--- src/hw/rtl/b64e_pkg.sv ---
// shared types, constants and the alphabet lookup for the base64 stream encoder
`timescale 1ns / 1ps
`default_nettype none

package b64e_pkg;

  localparam int unsigned SymW     = 6;
  localparam int unsigned CharW    = 8;
  localparam int unsigned Slots    = 4;
  localparam int unsigned SlotW    = 2;
  localparam int unsigned QDepth   = 2;
  localparam int unsigned QPtrW    = 1;
  localparam int unsigned QCntW    = 2;
  localparam logic [CharW-1:0] PadChar = 8'h3d;

  typedef enum logic [1:0] {
    PH_0 = 2'd0,
    PH_1 = 2'd1,
    PH_2 = 2'd2
  } phase_e;

  // characters of one input byte, slot 0 first
  typedef struct packed {
    logic [Slots-1:0][SymW-1:0] sym;
    logic [Slots-1:0]           pad;
    logic [SlotW-1:0]           last_idx;
    logic                       last;
  } job_t;

  function automatic logic [CharW-1:0] b64_char(input logic [SymW-1:0] v);
    logic [CharW-1:0] c;
    c = {2'b00, v};
    if (v < 6'd26) begin
      b64_char = 8'h41 + c;
    end else if (v < 6'd52) begin
      b64_char = 8'h61 + c - 8'd26;
    end else if (v < 6'd62) begin
      b64_char = 8'h30 + c - 8'd52;
    end else if (v == 6'd62) begin
      b64_char = 8'h2b;
    end else begin
      b64_char = 8'h2f;
    end
  endfunction

endpackage

`default_nettype wire

--- src/hw/rtl/b64e_front.sv ---
// front end: tracks group phase and carry bits and splits each byte into symbols
`timescale 1ns / 1ps
`default_nettype none

module b64e_front
  import b64e_pkg::*;
(
  input  wire logic             clk_i,
  input  wire logic             rst_ni,
  input  wire logic             in_valid_i,
  input  wire logic [CharW-1:0] in_byte_i,
  input  wire logic             in_last_i,
  output logic                  in_ready_o,
  output logic                  job_valid_o,
  output job_t                  job_o,
  input  wire logic             job_ready_i
);

  phase_e     phase_q, phase_d;
  logic [3:0] carry_q, carry_d;
  logic       accept;

  assign in_ready_o  = job_ready_i;
  assign job_valid_o = in_valid_i;
  assign accept      = in_valid_i && job_ready_i;

  always_comb begin
    job_o          = '0;
    job_o.last     = in_last_i;
    phase_d        = phase_q;
    carry_d        = carry_q;
    case (phase_q)
      PH_1: begin
        job_o.sym[0] = {carry_q[1:0], in_byte_i[7:4]};
        carry_d      = in_byte_i[3:0];
        phase_d      = PH_2;
        if (in_last_i) begin
          job_o.sym[1]   = {in_byte_i[3:0], 2'b00};
          job_o.pad[2]   = 1'b1;
          job_o.last_idx = 2'd2;
        end
      end
      PH_2: begin
        job_o.sym[0]   = {carry_q, in_byte_i[7:6]};
        job_o.sym[1]   = in_byte_i[5:0];
        job_o.last_idx = 2'd1;
        carry_d        = 4'd0;
        phase_d        = PH_0;
      end
      default: begin
        job_o.sym[0] = in_byte_i[7:2];
        carry_d      = {2'b00, in_byte_i[1:0]};
        phase_d      = PH_1;
        if (in_last_i) begin
          job_o.sym[1]   = {in_byte_i[1:0], 4'b0000};
          job_o.pad[2]   = 1'b1;
          job_o.pad[3]   = 1'b1;
          job_o.last_idx = 2'd3;
        end
      end
    endcase
    if (in_last_i) begin
      phase_d = PH_0;
      carry_d = 4'd0;
    end
  end

  always_ff @(posedge clk_i or negedge rst_ni) begin
    if (!rst_ni) begin
      phase_q <= PH_0;
      carry_q <= 4'd0;
    end else if (accept) begin
      phase_q <= phase_d;
      carry_q <= carry_d;
    end
  end

endmodule

`default_nettype wire

--- src/hw/rtl/b64e_queue.sv ---
// two-entry job queue between front and back end
`timescale 1ns / 1ps
`default_nettype none

module b64e_queue
  import b64e_pkg::*;
(
  input  wire logic clk_i,
  input  wire logic rst_ni,
  input  wire logic push_valid_i,
  input  wire job_t push_job_i,
  output logic      push_ready_o,
  output logic      pop_valid_o,
  output job_t      pop_job_o,
  input  wire logic pop_ready_i
);

  job_t             mem_q [QDepth];
  logic [QPtrW-1:0] wr_ptr_q, rd_ptr_q;
  logic [QCntW-1:0] cnt_q;
  logic             push, pop;

  assign push_ready_o = (cnt_q != QCntW'(QDepth));
  assign pop_valid_o  = (cnt_q != '0);
  assign pop_job_o    = mem_q[rd_ptr_q];
  assign push         = push_valid_i && push_ready_o;
  assign pop          = pop_valid_o && pop_ready_i;

  always_ff @(posedge clk_i) begin
    if (push) begin
      mem_q[wr_ptr_q] <= push_job_i;
    end
  end

  always_ff @(posedge clk_i or negedge rst_ni) begin
    if (!rst_ni) begin
      wr_ptr_q <= '0;
      rd_ptr_q <= '0;
      cnt_q    <= '0;
    end else begin
      if (push) begin
        wr_ptr_q <= wr_ptr_q + 1'b1;
      end
      if (pop) begin
        rd_ptr_q <= rd_ptr_q + 1'b1;
      end
      if (push && !pop) begin
        cnt_q <= cnt_q + 1'b1;
      end else if (pop && !push) begin
        cnt_q <= cnt_q - 1'b1;
      end
    end
  end

endmodule

`default_nettype wire

--- src/hw/rtl/b64e_back.sv ---
// back end: walks each job's slots, one character per cycle while a job waits and output is ready
`timescale 1ns / 1ps
`default_nettype none

module b64e_back
  import b64e_pkg::*;
(
  input  wire logic             clk_i,
  input  wire logic             rst_ni,
  input  wire logic             job_valid_i,
  input  wire job_t             job_i,
  output logic                  job_ready_o,
  output logic                  out_valid_o,
  output logic [CharW-1:0]      out_char_o,
  output logic                  out_last_o,
  input  wire logic             out_ready_i
);

  logic [SlotW-1:0] idx_q;
  logic             valid_q;
  logic [CharW-1:0] char_q, char_d;
  logic             last_q;
  logic             load, final_slot;

  assign load        = job_valid_i && (!valid_q || out_ready_i);
  assign final_slot  = (idx_q == job_i.last_idx);
  assign job_ready_o = load && final_slot;
  assign char_d      = job_i.pad[idx_q] ? PadChar : b64_char(job_i.sym[idx_q]);

  always_ff @(posedge clk_i or negedge rst_ni) begin
    if (!rst_ni) begin
      idx_q   <= '0;
      valid_q <= 1'b0;
    end else begin
      if (load) begin
        idx_q   <= final_slot ? '0 : idx_q + 1'b1;
        valid_q <= 1'b1;
      end else if (out_ready_i) begin
        valid_q <= 1'b0;
      end
    end
  end

  always_ff @(posedge clk_i) begin
    if (load) begin
      char_q <= char_d;
      last_q <= final_slot && job_i.last;
    end
  end

  assign out_valid_o = valid_q;
  assign out_char_o  = char_q;
  assign out_last_o  = last_q;

endmodule

`default_nettype wire

--- src/hw/rtl/base64_stream_encoder.sv ---
// base64 stream encoder top level
// a byte is written into the job queue, and its first character is then registered in the back end's output register
// throughput: one character per cycle while a job is queued and the output is ready; a byte gives one to four
//   characters, so a long message sustains three bytes per four characters, set by the single output port
// a two-entry job queue lets input words keep arriving while characters drain
// reset: group phase and carry bits clear, queue and output register empty
`timescale 1ns / 1ps
`default_nettype none

module base64_stream_encoder
  import b64e_pkg::*;
(
  input  wire logic       clk_i,
  input  wire logic       rst_ni,
  input  wire logic       s_axis_tvalid_i,
  output logic            s_axis_tready_o,
  input  wire logic [7:0] s_axis_tdata_i,   // [7:0] in_byte
  input  wire logic       s_axis_tlast_i,
  output logic            m_axis_tvalid_o,
  input  wire logic       m_axis_tready_i,
  output logic [7:0]      m_axis_tdata_o,   // [7:0] out_char
  output logic            m_axis_tlast_o
);

  logic f_valid, f_ready, b_valid, b_ready;
  job_t f_job, b_job;

  b64e_front u_front (
    .clk_i       (clk_i),
    .rst_ni      (rst_ni),
    .in_valid_i  (s_axis_tvalid_i),
    .in_byte_i   (s_axis_tdata_i),
    .in_last_i   (s_axis_tlast_i),
    .in_ready_o  (s_axis_tready_o),
    .job_valid_o (f_valid),
    .job_o       (f_job),
    .job_ready_i (f_ready)
  );

  b64e_queue u_queue (
    .clk_i        (clk_i),
    .rst_ni       (rst_ni),
    .push_valid_i (f_valid),
    .push_job_i   (f_job),
    .push_ready_o (f_ready),
    .pop_valid_o  (b_valid),
    .pop_job_o    (b_job),
    .pop_ready_i  (b_ready)
  );

  b64e_back u_back (
    .clk_i       (clk_i),
    .rst_ni      (rst_ni),
    .job_valid_i (b_valid),
    .job_i       (b_job),
    .job_ready_o (b_ready),
    .out_valid_o (m_axis_tvalid_o),
    .out_char_o  (m_axis_tdata_o),
    .out_last_o  (m_axis_tlast_o),
    .out_ready_i (m_axis_tready_i)
  );

endmodule

`default_nettype wire

--- config.mk ---
export PLATFORM = sky130hd
export DESIGN_NAME = base64_stream_encoder
export DESIGN_NICKNAME = d
export VERILOG_FILES = /design/src/hw/rtl/b64e_pkg.sv /design/src/hw/rtl/b64e_front.sv /design/src/hw/rtl/b64e_queue.sv /design/src/hw/rtl/b64e_back.sv /design/src/hw/rtl/base64_stream_encoder.sv
export SDC_FILE = /design/constraint.sdc
export NUM_CORES = 1
export LEC_CHECK = 0
export ABC_CLOCK_PERIOD_IN_PS = 7640
export BUFFER_PORTS_ARGS = -buffer_cell sky130_fd_sc_hd__buf_2
export CAP_MARGIN = 40
export CORE_MARGIN = 5
export CORE_UTILIZATION = 60
export DETAILED_ROUTE_END_ITERATION = 7
export PLACE_DENSITY = 0.8
export SLEW_MARGIN = 20
export SYNTH_ARGS = -nofsm -noshare
export SYNTH_HDL_FRONTEND = slang
export SYNTH_SLANG_ARGS = --single-unit
--- constraint.sdc ---
create_clock -name clk_i -period 7.64 [get_ports clk_i]
set_clock_uncertainty 0.2 [all_clocks]
set_input_delay 1.146 -clock clk_i [delete_from_list [all_inputs] [get_ports clk_i]]
set_output_delay 1.146 -clock clk_i [all_outputs]
set_load 0.005 [all_outputs]
==> flow_summary.yaml <==
placed_design:
  numPortBuffers: 23
  globalplace.congestion: 0.8620
  placed_cells: 322
  place_hpwl_mm: 3.816
  preCtsSetupSlack_ns: 4.332
run:
  drv_cap: 0
layout:
  final_cells: 330
  diodes: 0
  seqCellArea_mm2: 0.001617
  final_core_util_pct: 66.79
  nFillCells: 372
  drive_above_1_share_pct: 15.97
  multi_input_area_mm2: 0.001206
  syn_to_final_growth_pct: 7.634
  nNetsFinal: 288
critical_path:
  reg2reg_from: "u_queue.rd_ptr_q"
  required_ns: 7.50
  max_stage_delay_ns: 0.76
  critPathKind: "flop to flop"
  critPathArrivalTime_ns: 3.13
  startpoint_type: "flop"
  critPathBufInv: 1
  crit_fanout: 12
  crit_family: "flip-flops"
  slowest_stage: "dfrtp_1"
  reg2regPathDepth: 9
  crit_cells: 9
  startpoint: "u_queue.rd_ptr_q"
  end_kind: "flop"
  crit_chain: "mux4_2, nand2_1, inv_1, ha_1, nor2b_1, a21oi_1, o311ai_0, o211ai_1, o21ai_1"
synthesis:
  avgSynthCellArea_um2: 12.19
  synthTopCellsByArea: "edfxtp_1 44%, dfrtp_1 11%, ha_1 5.5%"
  async_flop_share_pct: 23.21
  netlist_area_mm2: 0.002950
  ys.flop_type: "edfxtp_1"
  synth_cell_types: 44
  yosysTopAreaCellShare_pct: 43.77
  ys_seq_area_share_pct: 54.79
  postSynthCellCount: 242
  yosysWarnings: 0
  ys_seq_elements: 56
  synth-edff-count: 43
  syn_nets: 268
  yosysTopAreaCell: "edfxtp_1"
floorplanning:
  die_y_um: 80.12
  num_rows: 25
  die_area_mm2: 0.006419
  start_util_pct: 62.05
  die_w_um: 80.12
  core_area_mm2: 0.004755
  io_pins: 24
global_routing:
  grt_max_degree: 24
  grt_pass1_vias: 1835
  grt_first_pass_wirelength_mm: 8.583
  track_usage_pct: 17.54
  grt.overflow.total: 0
  antenna_found_initial: 0
detailed_routing:
  vias: 1867
  dr.first_iter.drc_count: 108
  routed_wl_mm: 5.027
  wl_per_cell_um: 15.23
  viasPerCell: 5.658
  firstDrtPassIters: 4
  drtAntennaViolNets: 0
  drc: 0
clock_network:
  cts_resized: 0
  insertion_delay_ns: 0.30
  hold_buffers: 0
  cts_made_buffers: 5
  clkSlewWorstSetupHoldPaths_ns: 0.09
  cts_max_path_buffers: 2
  cts_setup_buffers: 0
  clockRootBuffer: "clkbuf_8"
  cts_tree: "built"
  h-tree-depth: 2
  numClockSinks: 56
min_path:
  hold_start: "u_queue.cnt_q[1]"
  hold_path_depth: 1
  hold_path.class: "flop to flop"
pwr:
  ir_drop_v: 0.0003563
  power_density_mw_per_mm2: 457.3
  fin_total_pwr_mw: 1.452
  total_leakage_power_nw: 1.280
sta:
  finalCritPeriodShare_pct: 42.81
  slew_headroom_pct: 49.21
  finalHoldViolCount: 0
  setup_tns_ns: 0
  fin_crit_ns: 3.271
  rsz0062_at_grt: "false"
  setup_viol: 0
  fmax_ghz: 0.3058
  slew_violations: 0
  setup_ws_ns: 4.369
  worst_slew_pin_slew_ns: 0.7618
outcome:
  status: "finished, final reports clean"
[report_power, final]
group | switching [mW] | internal, mW
Combinational | 0.429 | 0.306
Sequential | 0.0694 | 0.488
Clock | 0.0862 | 0.0737
Total | 0.584 | 0.868
[cell usage after synthesis, types with 2 or more instances]
library cell and number:
nand3b_1 2, o211ai_1 5, ha_1 13, edfxtp_1 43
xnor2_1 7, xor2_1 5, mux2i_1 8, nand2_1 29
o211a_1 2, clkbuf_1 5, o21a_1 2, nor3_1 5
a32oi_1 2, o21ai_0 14, mux4_2 6, and2_1 5
nor2_1 9, a31oi_1 3, dfrtp_1 13, buf_6 3
and3_1 2, a22oi_1 6, o21ai_1 2, nand2b_1 4
a22o_1 6, nor2b_1 5, inv_1 14, a21oi_1 6
[worst paths after layout]
check                                        to  slack (ns)
max                        u_back.out_char_o[5]        4.37
min                            u_queue.cnt_q[1]        0.31
max reg2reg                u_back.out_char_o[5]        4.37
min reg2reg                    u_queue.cnt_q[1]        0.31
max in group asynchronous       u_back.idx_q[0]        6.48
min in group asynchronous    u_front.phase_q[1]        0.53
[layout by cell type (no fill, tap or decap), types with 2 or more instances in the layout]
master,n
edfxtp_1,43
nand2_1,29
buf_2,23
inv_1,14
o21ai_0,14
ha_1,13
dfrtp_1,13
nor2_1,9
mux2i_1,8
xnor2_1,7
mux4_2,6
a22oi_1,6
a22o_1,6
clkbuf_8,6
xor2_1,5
nor2b_1,5
and2_1,5
a21oi_1,5
nor3_1,5
o211ai_1,5
nand2b_1,4
a31oi_1,3
a32oi_1,2
and3_1,2
o21a_1,2
o211a_1,2
nand3b_1,2
o21ai_1,2
[flip-flops by register name, indices dropped and copies added, names as in the netlist]
register	count
u_back.out_valid_o	1
u_queue.rd_ptr_q	1
u_back.idx_q	2
u_queue.mem_q	34
u_back.out_char_o	8
u_queue.cnt_q	2
u_front.phase_q	2
u_queue.wr_ptr_q	1
u_back.out_last_o	1
u_front.carry_q	4
[layer usage]
metal | GRT usage, % | routed length, µm
met5 | 0 | 0
met3 | 3.363 | 168
met4 | 5.068 | 50
met2 | 30.46 | 2566
met1 | 22.30 | 2241
[cell type report]
cell class | instances | area share (%)
Inverter | 14 | 1.655
Multi-Input combinational cell | 161 | 37.98
Sequential cell | 56 | 50.91
Timing Repair Buffer | 24 | 3.861
Tap cell | 67 | 2.640
Clock inverter | 1 | 0.2364
Clock buffer | 7 | 2.719
[worst reg2reg max path, delay by kind of cell, from the launching register on]
family	cells	cell delay [ns]
buf+inv	1	0.10
simple gates	2	0.34
fa+ha+maj	1	0.23
flops	1	0.76
compound gates	4	0.74
mux	1	0.67
[metrics by stage]
step	hold slack, ns	area, µm²
2_1_floorplan	0.2604	2950
3_3_place_gp	0.2801	3078
3_5_place_dp	0.2918	3082
4_1_cts	0.3125	3176
5_1_grt	0.3201	3176
6_report	0.3063	3176
[logic make-up after synthesis]
group / count (synthesis) / share of synthesized area (%)
adders and majority gates: 13 / 5.513
and+or+nand+nor: 68 / 11.15
AOI/OAI and AO/OA: 53 / 12.85
buffers and inverters: 25 / 4.453
muxes: 15 / 7.676
xor gates and xnor gates: 12 / 3.562
DFF: 56 / 54.79
Note: power is estimated with default switching activity, not from simulation.
